### src/rtl/mm64_pkg.sv
`timescale 1ns / 1ps

package mm64_pkg;

    // Mixing multiplier and shift of the hash.
    localparam logic [63:0] MIX_MUL    = 64'hc6a4a7935bd1e995;
    localparam int          MIX_SHIFT  = 47;
    localparam logic [63:0] SEED_RESET = 64'h00000000e17a1465;

    // Request to the shared multiplier: operand is multiplied by MIX_MUL.
    typedef struct packed {
        logic        start;
        logic [63:0] operand;
    } mul_req_t;

    // Answer of the shared multiplier: done pulses for one cycle with the product.
    typedef struct packed {
        logic        done;
        logic [63:0] result;
    } mul_rsp_t;

endpackage

### src/rtl/mm64_mul.sv
`timescale 1ns / 1ps

// Multiplies a 64-bit operand by the mixing constant, modulo 2^64, with one
// 32 by 32 multiplier. The low, then the two cross partial products are
// formed one per cycle; each product is registered before it is summed.
module mm64_mul
(
    input  logic                clk,
    input  logic                rst_n,
    input  mm64_pkg::mul_req_t  req,
    output mm64_pkg::mul_rsp_t  rsp
);

    localparam logic [31:0] MUL_LO = mm64_pkg::MIX_MUL[31:0];
    localparam logic [31:0] MUL_HI = mm64_pkg::MIX_MUL[63:32];

    logic        active_reg, active_next;
    logic [1:0]  cnt_reg, cnt_next;
    logic        done_reg, done_next;
    logic [63:0] a_reg, a_next;
    logic [63:0] prod_reg, prod_next;
    logic [63:0] acc_reg, acc_next;
    logic [63:0] result_reg, result_next;

    logic [31:0] opa;
    logic [31:0] opb;
    logic [63:0] product;

    always_comb
    begin
        case (cnt_reg)
            2'd1:
            begin
                opa = a_reg[63:32];
                opb = MUL_LO;
            end
            2'd2:
            begin
                opa = a_reg[31:0];
                opb = MUL_HI;
            end
            default:
            begin
                opa = a_reg[31:0];
                opb = MUL_LO;
            end
        endcase
    end

    assign product = 64'(opa) * 64'(opb);

    always_comb
    begin
        active_next = active_reg;
        cnt_next    = cnt_reg;
        done_next   = 1'b0;
        a_next      = a_reg;
        prod_next   = prod_reg;
        acc_next    = acc_reg;
        result_next = result_reg;
        if (req.start)
        begin
            active_next = 1'b1;
            cnt_next    = 2'd0;
            a_next      = req.operand;
        end
        else if (active_reg)
        begin
            prod_next = product;
            cnt_next  = cnt_reg + 2'd1;
            case (cnt_reg)
                2'd1:    acc_next = prod_reg;
                2'd2:    acc_next = {acc_reg[63:32] + prod_reg[31:0], acc_reg[31:0]};
                2'd3:
                begin
                    result_next = acc_reg + {prod_reg[31:0], 32'h0};
                    done_next   = 1'b1;
                    active_next = 1'b0;
                end
                default: acc_next = acc_reg;
            endcase
        end
    end

    always_ff @(posedge clk or negedge rst_n)
    begin
        if (!rst_n)
        begin
            active_reg <= 1'b0;
            cnt_reg    <= 2'd0;
            done_reg   <= 1'b0;
        end
        else
        begin
            active_reg <= active_next;
            cnt_reg    <= cnt_next;
            done_reg   <= done_next;
        end
    end

    always_ff @(posedge clk)
    begin
        a_reg      <= a_next;
        prod_reg   <= prod_next;
        acc_reg    <= acc_next;
        result_reg <= result_next;
    end

    assign rsp.done   = done_reg;
    assign rsp.result = result_reg;

endmodule

### src/rtl/murmur64a_byte_hasher.sv
`timescale 1ns / 1ps

// Channel   Direction  Word layout (lowest bit first)
// s_axis    in         tdata: msg_length[31:0], data_word[95:32], word_bytes[99:96], zero pad
//                      tuser: first_word; tlast: last_word
// m_axis    out        tdata: hash_value[63:0]; tuser: short_word_error
// seed_wr   in         seed_wr_data: hash_seed, written when seed_wr_en is high
//
// Every multiplication by the mixing constant runs on one shared 32 by 32
// multiplier, one request and one answer at a time. A full word needs three
// multiplications, a tail word one and an empty word none; a first word adds
// one for the length and a last word one more for the finalizer.
// s_axis_tready is high only while the sequencer is idle, one word at a time.
// A finished hash waits in the output register, so a stall on m_axis only
// holds the block once the next hash is ready. Reset is asynchronous, active
// low; it restores the seed and clears the accumulator and the error flag.
module murmur64a_byte_hasher
(
    input  logic         clk,
    input  logic         rst_n,
    // Seed register write.
    input  logic         seed_wr_en,
    input  logic [63:0]  seed_wr_data,
    // Message words in.
    input  logic         s_axis_tvalid,
    output logic         s_axis_tready,
    input  logic [103:0] s_axis_tdata,  // msg_length, data_word, word_bytes, pad
    input  logic         s_axis_tlast,
    input  logic [0:0]   s_axis_tuser,  // first_word
    // Hash results out.
    output logic         m_axis_tvalid,
    input  logic         m_axis_tready,
    output logic [63:0]  m_axis_tdata,  // hash_value
    output logic [0:0]   m_axis_tuser   // short_word_error
);

    typedef enum logic [7:0] {
        ST_IDLE     = 8'b0000_0001,
        ST_LEN      = 8'b0000_0010,
        ST_DISPATCH = 8'b0000_0100,
        ST_K1       = 8'b0000_1000,
        ST_K2       = 8'b0001_0000,
        ST_HMUL     = 8'b0010_0000,
        ST_FIN      = 8'b0100_0000,
        ST_EMIT     = 8'b1000_0000
    } state_t;

    state_t state_reg, state_next;

    logic [63:0] seed_reg, seed_next;
    logic [63:0] h_reg, h_next;
    logic        err_reg, err_next;

    // Latched word.
    logic        last_reg, last_next;
    logic        full_reg, full_next;
    logic [2:0]  nb_reg, nb_next;
    logic [63:0] data_reg, data_next;
    logic [63:0] fin_reg, fin_next;

    // Output register.
    logic        out_valid_reg, out_valid_next;
    logic [63:0] out_hash_reg, out_hash_next;
    logic        out_err_reg, out_err_next;

    mm64_pkg::mul_req_t req_reg, req_next;
    mm64_pkg::mul_rsp_t rsp;

    logic [63:0] tail_mask;
    logic [63:0] tail_h;
    logic [63:0] mixed;
    logic [63:0] folded;
    logic [63:0] pre_fin;

    mm64_mul u_mul
    (
        .clk   (clk),
        .rst_n (rst_n),
        .req   (req_reg),
        .rsp   (rsp)
    );

    // Keep byte i of a tail word when i is below the byte count.
    always_comb
    begin
        for (int i = 0; i < 8; i++)
        begin
            tail_mask[i*8 +: 8] = (3'(i) < nb_reg) ? 8'hff : 8'h00;
        end
    end

    assign tail_h  = h_reg ^ (data_reg & tail_mask);
    assign mixed   = rsp.result ^ (rsp.result >> mm64_pkg::MIX_SHIFT);
    assign folded  = h_reg ^ rsp.result;
    assign pre_fin = h_reg ^ (h_reg >> mm64_pkg::MIX_SHIFT);

    always_comb
    begin
        state_next     = state_reg;
        seed_next      = seed_wr_en ? seed_wr_data : seed_reg;
        h_next         = h_reg;
        err_next       = err_reg;
        last_next      = last_reg;
        full_next      = full_reg;
        nb_next        = nb_reg;
        data_next      = data_reg;
        fin_next       = fin_reg;
        req_next.start   = 1'b0;
        req_next.operand = req_reg.operand;
        out_valid_next = out_valid_reg && !m_axis_tready;
        out_hash_next  = out_hash_reg;
        out_err_next   = out_err_reg;

        unique case (state_reg)
            ST_IDLE:
            begin
                if (s_axis_tvalid)
                begin
                    last_next = s_axis_tlast;
                    // A byte count of eight or more is a full word.
                    full_next = s_axis_tdata[99];
                    nb_next   = s_axis_tdata[98:96];
                    data_next = s_axis_tdata[95:32];
                    if (s_axis_tuser[0])
                    begin
                        req_next.start   = 1'b1;
                        req_next.operand = {32'h0, s_axis_tdata[31:0]};
                        state_next       = ST_LEN;
                    end
                    else
                    begin
                        state_next = ST_DISPATCH;
                    end
                end
            end
            ST_LEN:
            begin
                if (rsp.done)
                begin
                    h_next     = seed_reg ^ rsp.result;
                    err_next   = 1'b0;
                    state_next = ST_DISPATCH;
                end
            end
            ST_DISPATCH:
            begin
                if (!full_reg && !last_reg)
                begin
                    err_next = 1'b1;
                end
                if (full_reg)
                begin
                    req_next.start   = 1'b1;
                    req_next.operand = data_reg;
                    state_next       = ST_K1;
                end
                else if (nb_reg != 3'd0)
                begin
                    h_next           = tail_h;
                    req_next.start   = 1'b1;
                    req_next.operand = tail_h;
                    state_next       = ST_HMUL;
                end
                else if (last_reg)
                begin
                    req_next.start   = 1'b1;
                    req_next.operand = pre_fin;
                    state_next       = ST_FIN;
                end
                else
                begin
                    state_next = ST_IDLE;
                end
            end
            ST_K1:
            begin
                if (rsp.done)
                begin
                    req_next.start   = 1'b1;
                    req_next.operand = mixed;
                    state_next       = ST_K2;
                end
            end
            ST_K2:
            begin
                if (rsp.done)
                begin
                    h_next           = folded;
                    req_next.start   = 1'b1;
                    req_next.operand = folded;
                    state_next       = ST_HMUL;
                end
            end
            ST_HMUL:
            begin
                if (rsp.done)
                begin
                    h_next = rsp.result;
                    if (last_reg)
                    begin
                        // The finalizer works on a copy; h keeps the multiplied value.
                        req_next.start   = 1'b1;
                        req_next.operand = rsp.result ^
                                           (rsp.result >> mm64_pkg::MIX_SHIFT);
                        state_next       = ST_FIN;
                    end
                    else
                    begin
                        state_next = ST_IDLE;
                    end
                end
            end
            ST_FIN:
            begin
                if (rsp.done)
                begin
                    fin_next   = mixed;
                    state_next = ST_EMIT;
                end
            end
            ST_EMIT:
            begin
                if (!out_valid_reg || m_axis_tready)
                begin
                    out_valid_next = 1'b1;
                    out_hash_next  = fin_reg;
                    out_err_next   = err_reg;
                    state_next     = ST_IDLE;
                end
            end
            default:
            begin
                state_next = ST_IDLE;
            end
        endcase
    end

    always_ff @(posedge clk or negedge rst_n)
    begin
        if (!rst_n)
        begin
            state_reg     <= ST_IDLE;
            seed_reg      <= mm64_pkg::SEED_RESET;
            h_reg         <= 64'h0;
            err_reg       <= 1'b0;
            req_reg       <= '0;
            out_valid_reg <= 1'b0;
        end
        else
        begin
            state_reg     <= state_next;
            seed_reg      <= seed_next;
            h_reg         <= h_next;
            err_reg       <= err_next;
            req_reg       <= req_next;
            out_valid_reg <= out_valid_next;
        end
    end

    always_ff @(posedge clk)
    begin
        last_reg         <= last_next;
        full_reg         <= full_next;
        nb_reg           <= nb_next;
        data_reg         <= data_next;
        fin_reg          <= fin_next;
        out_hash_reg     <= out_hash_next;
        out_err_reg      <= out_err_next;
    end

    assign s_axis_tready   = (state_reg == ST_IDLE);
    assign m_axis_tvalid   = out_valid_reg;
    assign m_axis_tdata    = out_hash_reg;
    assign m_axis_tuser[0] = out_err_reg;

endmodule

### config.mk
export PLATFORM = sky130hd
export DESIGN_NAME = murmur64a_byte_hasher
export DESIGN_NICKNAME = d
export VERILOG_FILES = /design/src/rtl/mm64_pkg.sv /design/src/rtl/mm64_mul.sv /design/src/rtl/murmur64a_byte_hasher.sv
export SDC_FILE = /design/constraint.sdc
export NUM_CORES = 2
export LEC_CHECK = 0
export BUFFER_PORTS_ARGS = -buffer_cell sky130_fd_sc_hd__buf_2
export CORE_MARGIN = 2
export CORE_UTILIZATION = 45
export CTS_BUF_LIST = sky130_fd_sc_hd__clkbuf_16
export DETAILED_ROUTE_END_ITERATION = 16
export PLACE_DENSITY_LB_ADDON = 0.25
export SYNTH_ARGS = -nofsm -noshare
export SYNTH_HDL_FRONTEND = slang
export SYNTH_HIERARCHICAL = 1
export SYNTH_SLANG_ARGS = --single-unit
### constraint.sdc
create_clock -name clk -period 21.7 [get_ports clk]
set_input_delay 3.255 -clock clk [delete_from_list [all_inputs] [get_ports clk]]
set_output_delay 3.255 -clock clk [all_outputs]
set_load 0.01 [all_outputs]
==> results by stage <==
Cells and area:
- The register with the most flip-flops in the layout has 65 of them.
- The repair_antennas step left the layout with diodes totalling 0.
- The fraction of layout cells with a size suffix above 1 is 11.5%.
- For this run, the share of the core covered by cells in the final layout is between 40% and 50%.
- At the end of the flow, the number of nets in the layout was approximately 6600.
- The final non-filler cell total is 7043.
- From synthesis to final layout, the design area changed by 8.95%.

Placement:
- The wire-length estimate of the detail-placed layout is ~140000 um.
- At the end of routability-driven placement, the weighted congestion stood at 0.960.
- Including well taps, the total number of placed cells is ~7000.
- Port buffering added approximately 240 buffers.

Synthesis:
- The register bit count reported by yosys is between 600 and 700.
- The prevailing post-synth register cell is sky130_fd_sc_hd__edfxtp_1.
- The proportion of synthesized chip area in sequential cells is 33.5%.
- For this run, asynchronously set or reset flops after synthesis account for 31.3%.
- For this run, the number of Yosys warnings is 6.
- After synthesis, the netlist uses 104 different library cells.
- Each instance of the synthesized netlist takes up on average 10.7 sq um.
- Yosys mapped a number of flops with a built-in enable equal to about 450.
- The number of instances in the synthesized netlist is 5250.
- Synthesis produced a netlist with a net count of around 6500.
- Summing every instance area after synthesis gives around 0.056 sq mm.

Die:
- The floorplan row count is 129.
- The horizontal extent of the die is 357 um.
- The overall die height is 357 um.
- The initial utilization of the core area, before any placement, comes to 45.4%.
- For this design the top-level I/O count stands at 242.
- The die covers 0.128 sq mm.
- The floorplan step defined a core boundary enclosing 0.124 sq mm.

STA:
- Summed over all failing endpoints, the final setup total negative slack is 0 ns.
- The share of the cycle needed by the critical path after routing is 47.6%.
- The minimum period implied by the final worst setup slack is 10.34 ns.
- The final count of pins violating max slew is 0.
- Hold timing on the final database bottoms out at a slack of approximately 0.41 ns.
- The worst pin sits at a relative slew slack of 17.2%.
- Setup violations remaining at the end of the flow were counted as 0.
- Static timing analysis puts the maximum clock frequency at 0.0967 GHz.
- Setup repair after global routing left no endpoint under its margin.
- The number of hold violations in the final report is 0.
- The slew at the pin with the worst max-slew slack is 1.23 ns.
- Across the routed clock network, the largest skew measured is 0.0239 ns.

Global route:
- The wire length of the first global-routing pass is 268000 um.
- For this run, the total global-route usage over all layers was measured as 28.6%.
- The initial antenna violation count is 3.
- The via count of the first global-routing pass is 41017.
- The pin count of the biggest net entering global routing is 137.
- The remaining global-route overflow is 0.

Critical path:
- The nature of the critical path endpoint is a flop.
- Along the worst path, the maximum fanout reaches 32.
- The critical path is of the reg -> reg type.
- The data required time at the worst endpoint is about 22 ns.
- STA puts the critical path data arrival time at approximately 11 ns.
- The worst setup path is launched from a flop.

Clocking:
- The number of buffers inserted by hold repair at cts is 0.
- The number of buffers inserted to repair setup after CTS is 0.
- The TritonCTS clock tree is yes.
- The register clock-pin slew on the reported worst setup and hold paths is 0.06 ns.
- TritonCTS created 69 clock buffers.
- In this run, post-CTS repair resized a total of 0 instances.
- The cell at the root of the clock tree is sky130_fd_sc_hd__clkbuf_16.
- For this design, the sink count on the clock tree is 661.
- The maximum buffer depth of the clock tree is 3.
- For the worst-skew pair, the clock arrives at the later sink with an insertion delay of 0.63 ns.
- The clock tree synthesis step divided the H-tree into 3 levels.

Outcome:
- The flow ran to the end, and the final reports show no timing, DRC or antenna violations.

Routing:
- The wire length reported by the detailed router is roughly 180000 um.
- The first TritonRoute pass finished after 7 iterations.
- In the final routed layout, each cell accounts on average for 26.0 um.
- The vias after detailed routing is 40791.
- The remaining antenna violation count is 0.
- The first routing iteration left 4601 violations.
- The detail-routed via count per cell is approximately 5.8.
- The remaining routing DRC violations is 0.

Hold path:
- The worst hold-check path type is reg -> reg.

Job:
- The max capacitance violation total is 0.
critical path, stage by stage (launching register included):
cell and delay (ns):
sky130_fd_sc_hd__dfrtp_1 0.44, sky130_fd_sc_hd__inv_1 0.11, sky130_fd_sc_hd__ha_2 0.16, sky130_fd_sc_hd__buf_4 0.53
sky130_fd_sc_hd__mux2i_1 0.98, sky130_fd_sc_hd__inv_1 0.61, sky130_fd_sc_hd__nand2_1 0.46, sky130_fd_sc_hd__inv_1 0.27
sky130_fd_sc_hd__fa_1 0.56, sky130_fd_sc_hd__fa_1 0.55, sky130_fd_sc_hd__inv_1 0.07, sky130_fd_sc_hd__fa_1 0.45
sky130_fd_sc_hd__fa_1 0.55, sky130_fd_sc_hd__inv_1 0.06, sky130_fd_sc_hd__fa_1 0.62, sky130_fd_sc_hd__fa_1 0.45
sky130_fd_sc_hd__fa_1 0.51, sky130_fd_sc_hd__fa_1 0.41, sky130_fd_sc_hd__ha_1 0.37, sky130_fd_sc_hd__a21oi_1 0.23
sky130_fd_sc_hd__o21bai_1 0.09, sky130_fd_sc_hd__a21oi_1 0.20, sky130_fd_sc_hd__o221ai_1 0.20, sky130_fd_sc_hd__nand3b_1 0.23
sky130_fd_sc_hd__a221o_1 0.38, sky130_fd_sc_hd__and3_1 0.22, sky130_fd_sc_hd__o2111a_1 0.26, sky130_fd_sc_hd__a211oi_2 0.16
Yosys cell counts, types with 10 or more instances:
cell,number,share of area [%]
sky130_fd_sc_hd__a211oi_1,19,0.25
sky130_fd_sc_hd__a21o_1,93,1.2
sky130_fd_sc_hd__a21oi_1,308,2.7
sky130_fd_sc_hd__a221o_1,20,0.36
sky130_fd_sc_hd__a221oi_1,26,0.41
sky130_fd_sc_hd__a22o_1,10,0.16
sky130_fd_sc_hd__a22oi_1,21,0.28
sky130_fd_sc_hd__a31oi_1,29,0.32
sky130_fd_sc_hd__a32oi_1,32,0.50
sky130_fd_sc_hd__and2_1,24,0.27
sky130_fd_sc_hd__and3_1,21,0.23
sky130_fd_sc_hd__buf_1,21,0.14
sky130_fd_sc_hd__buf_2,34,0.30
sky130_fd_sc_hd__clkbuf_1,216,1.4
sky130_fd_sc_hd__dfrtp_1,191,8.5
sky130_fd_sc_hd__dfstp_2,16,0.75
sky130_fd_sc_hd__edfxtp_1,454,24
sky130_fd_sc_hd__fa_1,624,22
sky130_fd_sc_hd__ha_1,435,9.7
sky130_fd_sc_hd__inv_1,877,5.9
sky130_fd_sc_hd__mux2_2,116,2.3
sky130_fd_sc_hd__mux2i_1,26,0.46
sky130_fd_sc_hd__nand2_1,259,1.7
sky130_fd_sc_hd__nand2b_1,23,0.26
sky130_fd_sc_hd__nand3_1,66,0.59
sky130_fd_sc_hd__nand4_1,32,0.36
sky130_fd_sc_hd__nor2_1,248,1.7
sky130_fd_sc_hd__nor2b_1,66,0.73
sky130_fd_sc_hd__nor3_1,29,0.26
sky130_fd_sc_hd__nor3b_1,34,0.45
sky130_fd_sc_hd__nor4_1,12,0.13
sky130_fd_sc_hd__o211ai_1,14,0.19
sky130_fd_sc_hd__o21a_1,14,0.19
sky130_fd_sc_hd__o21ai_0,285,2.5
sky130_fd_sc_hd__o21ai_1,29,0.26
sky130_fd_sc_hd__o21bai_1,19,0.25
sky130_fd_sc_hd__o221ai_1,35,0.55
sky130_fd_sc_hd__o22a_1,25,0.39
sky130_fd_sc_hd__o22ai_1,41,0.46
sky130_fd_sc_hd__o31ai_1,25,0.33
sky130_fd_sc_hd__or2_2,19,0.21
sky130_fd_sc_hd__xnor2_1,101,1.6
sky130_fd_sc_hd__xor2_1,108,1.7
per-layer routing:
| layer | track usage, % | share of wire, % |
|---|---|---|
| met1 | 38.8 | 41 |
| met2 | 46.1 | 46 |
| met3 | 3.77 | 7.7 |
| met4 | 12.5 | 4.8 |
| met5 | 0 | 0.0049 |
path summary, 6_finish.rpt:
| kind | depth (start not counted) | start | end | slack (ns) |
|---|---|---|---|---|
| hold / removal | 0 | u_mul/acc_reg[1] | u_mul/result_reg[1] | 0.41 |
| setup reg to reg | 27 | u_mul/cnt_reg[1] | u_mul/prod_reg[63] | 11.36 |
| setup / recovery | 27 | u_mul/cnt_reg[1] | u_mul/prod_reg[63] | 11.36 |
| hold reg to reg | 0 | u_mul/acc_reg[1] | u_mul/result_reg[1] | 0.41 |
| min in group asynchronous | 1 | rst_n | h_reg[20] | 2.60 |
| max in group asynchronous | 2 | rst_n | h_reg[6] | 17.73 |
metrics by stage:
stage / setup WS, ns / cell area [sq um]
5_1_grt: 11.15 / 61200
4_1_cts: 11.57 / 61200
3_3_place_gp: 11.60 / 59000
2_1_floorplan: 13.30 / 56200
6_report: 11.36 / 61200
3_5_place_dp: 11.59 / 59000
cells by family after synthesis:
kind of cell	after synthesis	share of synthesized area (%)
AO/OA/AOI/OAI	1133	13.0
buffers and inverters	1161	7.91
multiplexers	142	2.79
AND/OR/NAND/NOR	875	7.48
XOR/XNOR	209	3.26
adder cells (fa/ha/maj)	1067	32.1
flip-flops	661	33.5
other	2	0.0134
layout by cell type, fill, tap and decap left out, types with 93 or more instances in the layout:
cell / Yosys / layout
sky130_fd_sc_hd__inv_1: 877 / 890
sky130_fd_sc_hd__fa_1: 624 / 624
sky130_fd_sc_hd__edfxtp_1: 454 / 454
sky130_fd_sc_hd__ha_1: 435 / 432
sky130_fd_sc_hd__a21oi_1: 308 / 306
sky130_fd_sc_hd__o21ai_0: 285 / 284
sky130_fd_sc_hd__nand2_1: 259 / 259
sky130_fd_sc_hd__nor2_1: 248 / 246
sky130_fd_sc_hd__buf_2: 34 / 235
sky130_fd_sc_hd__dfrtp_1: 191 / 189
sky130_fd_sc_hd__mux2_2: 116 / 116
sky130_fd_sc_hd__xor2_1: 108 / 108
sky130_fd_sc_hd__xnor2_1: 101 / 101
sky130_fd_sc_hd__a21o_1: 93 / 93
cell type report:
type	instances	area (sq um)
sequential	661	18800
tap	1637	2050
multi-input combinational	3428	33000
clock buffer	69	1730
fill	11214	62600
timing repair buffer	308	1740
clock inverter	59	532
inverter	881	3310
Power is left out: the tool's default activity adds up to more than one toggle a clock period on the data nets, which glitch-free logic cannot reach.
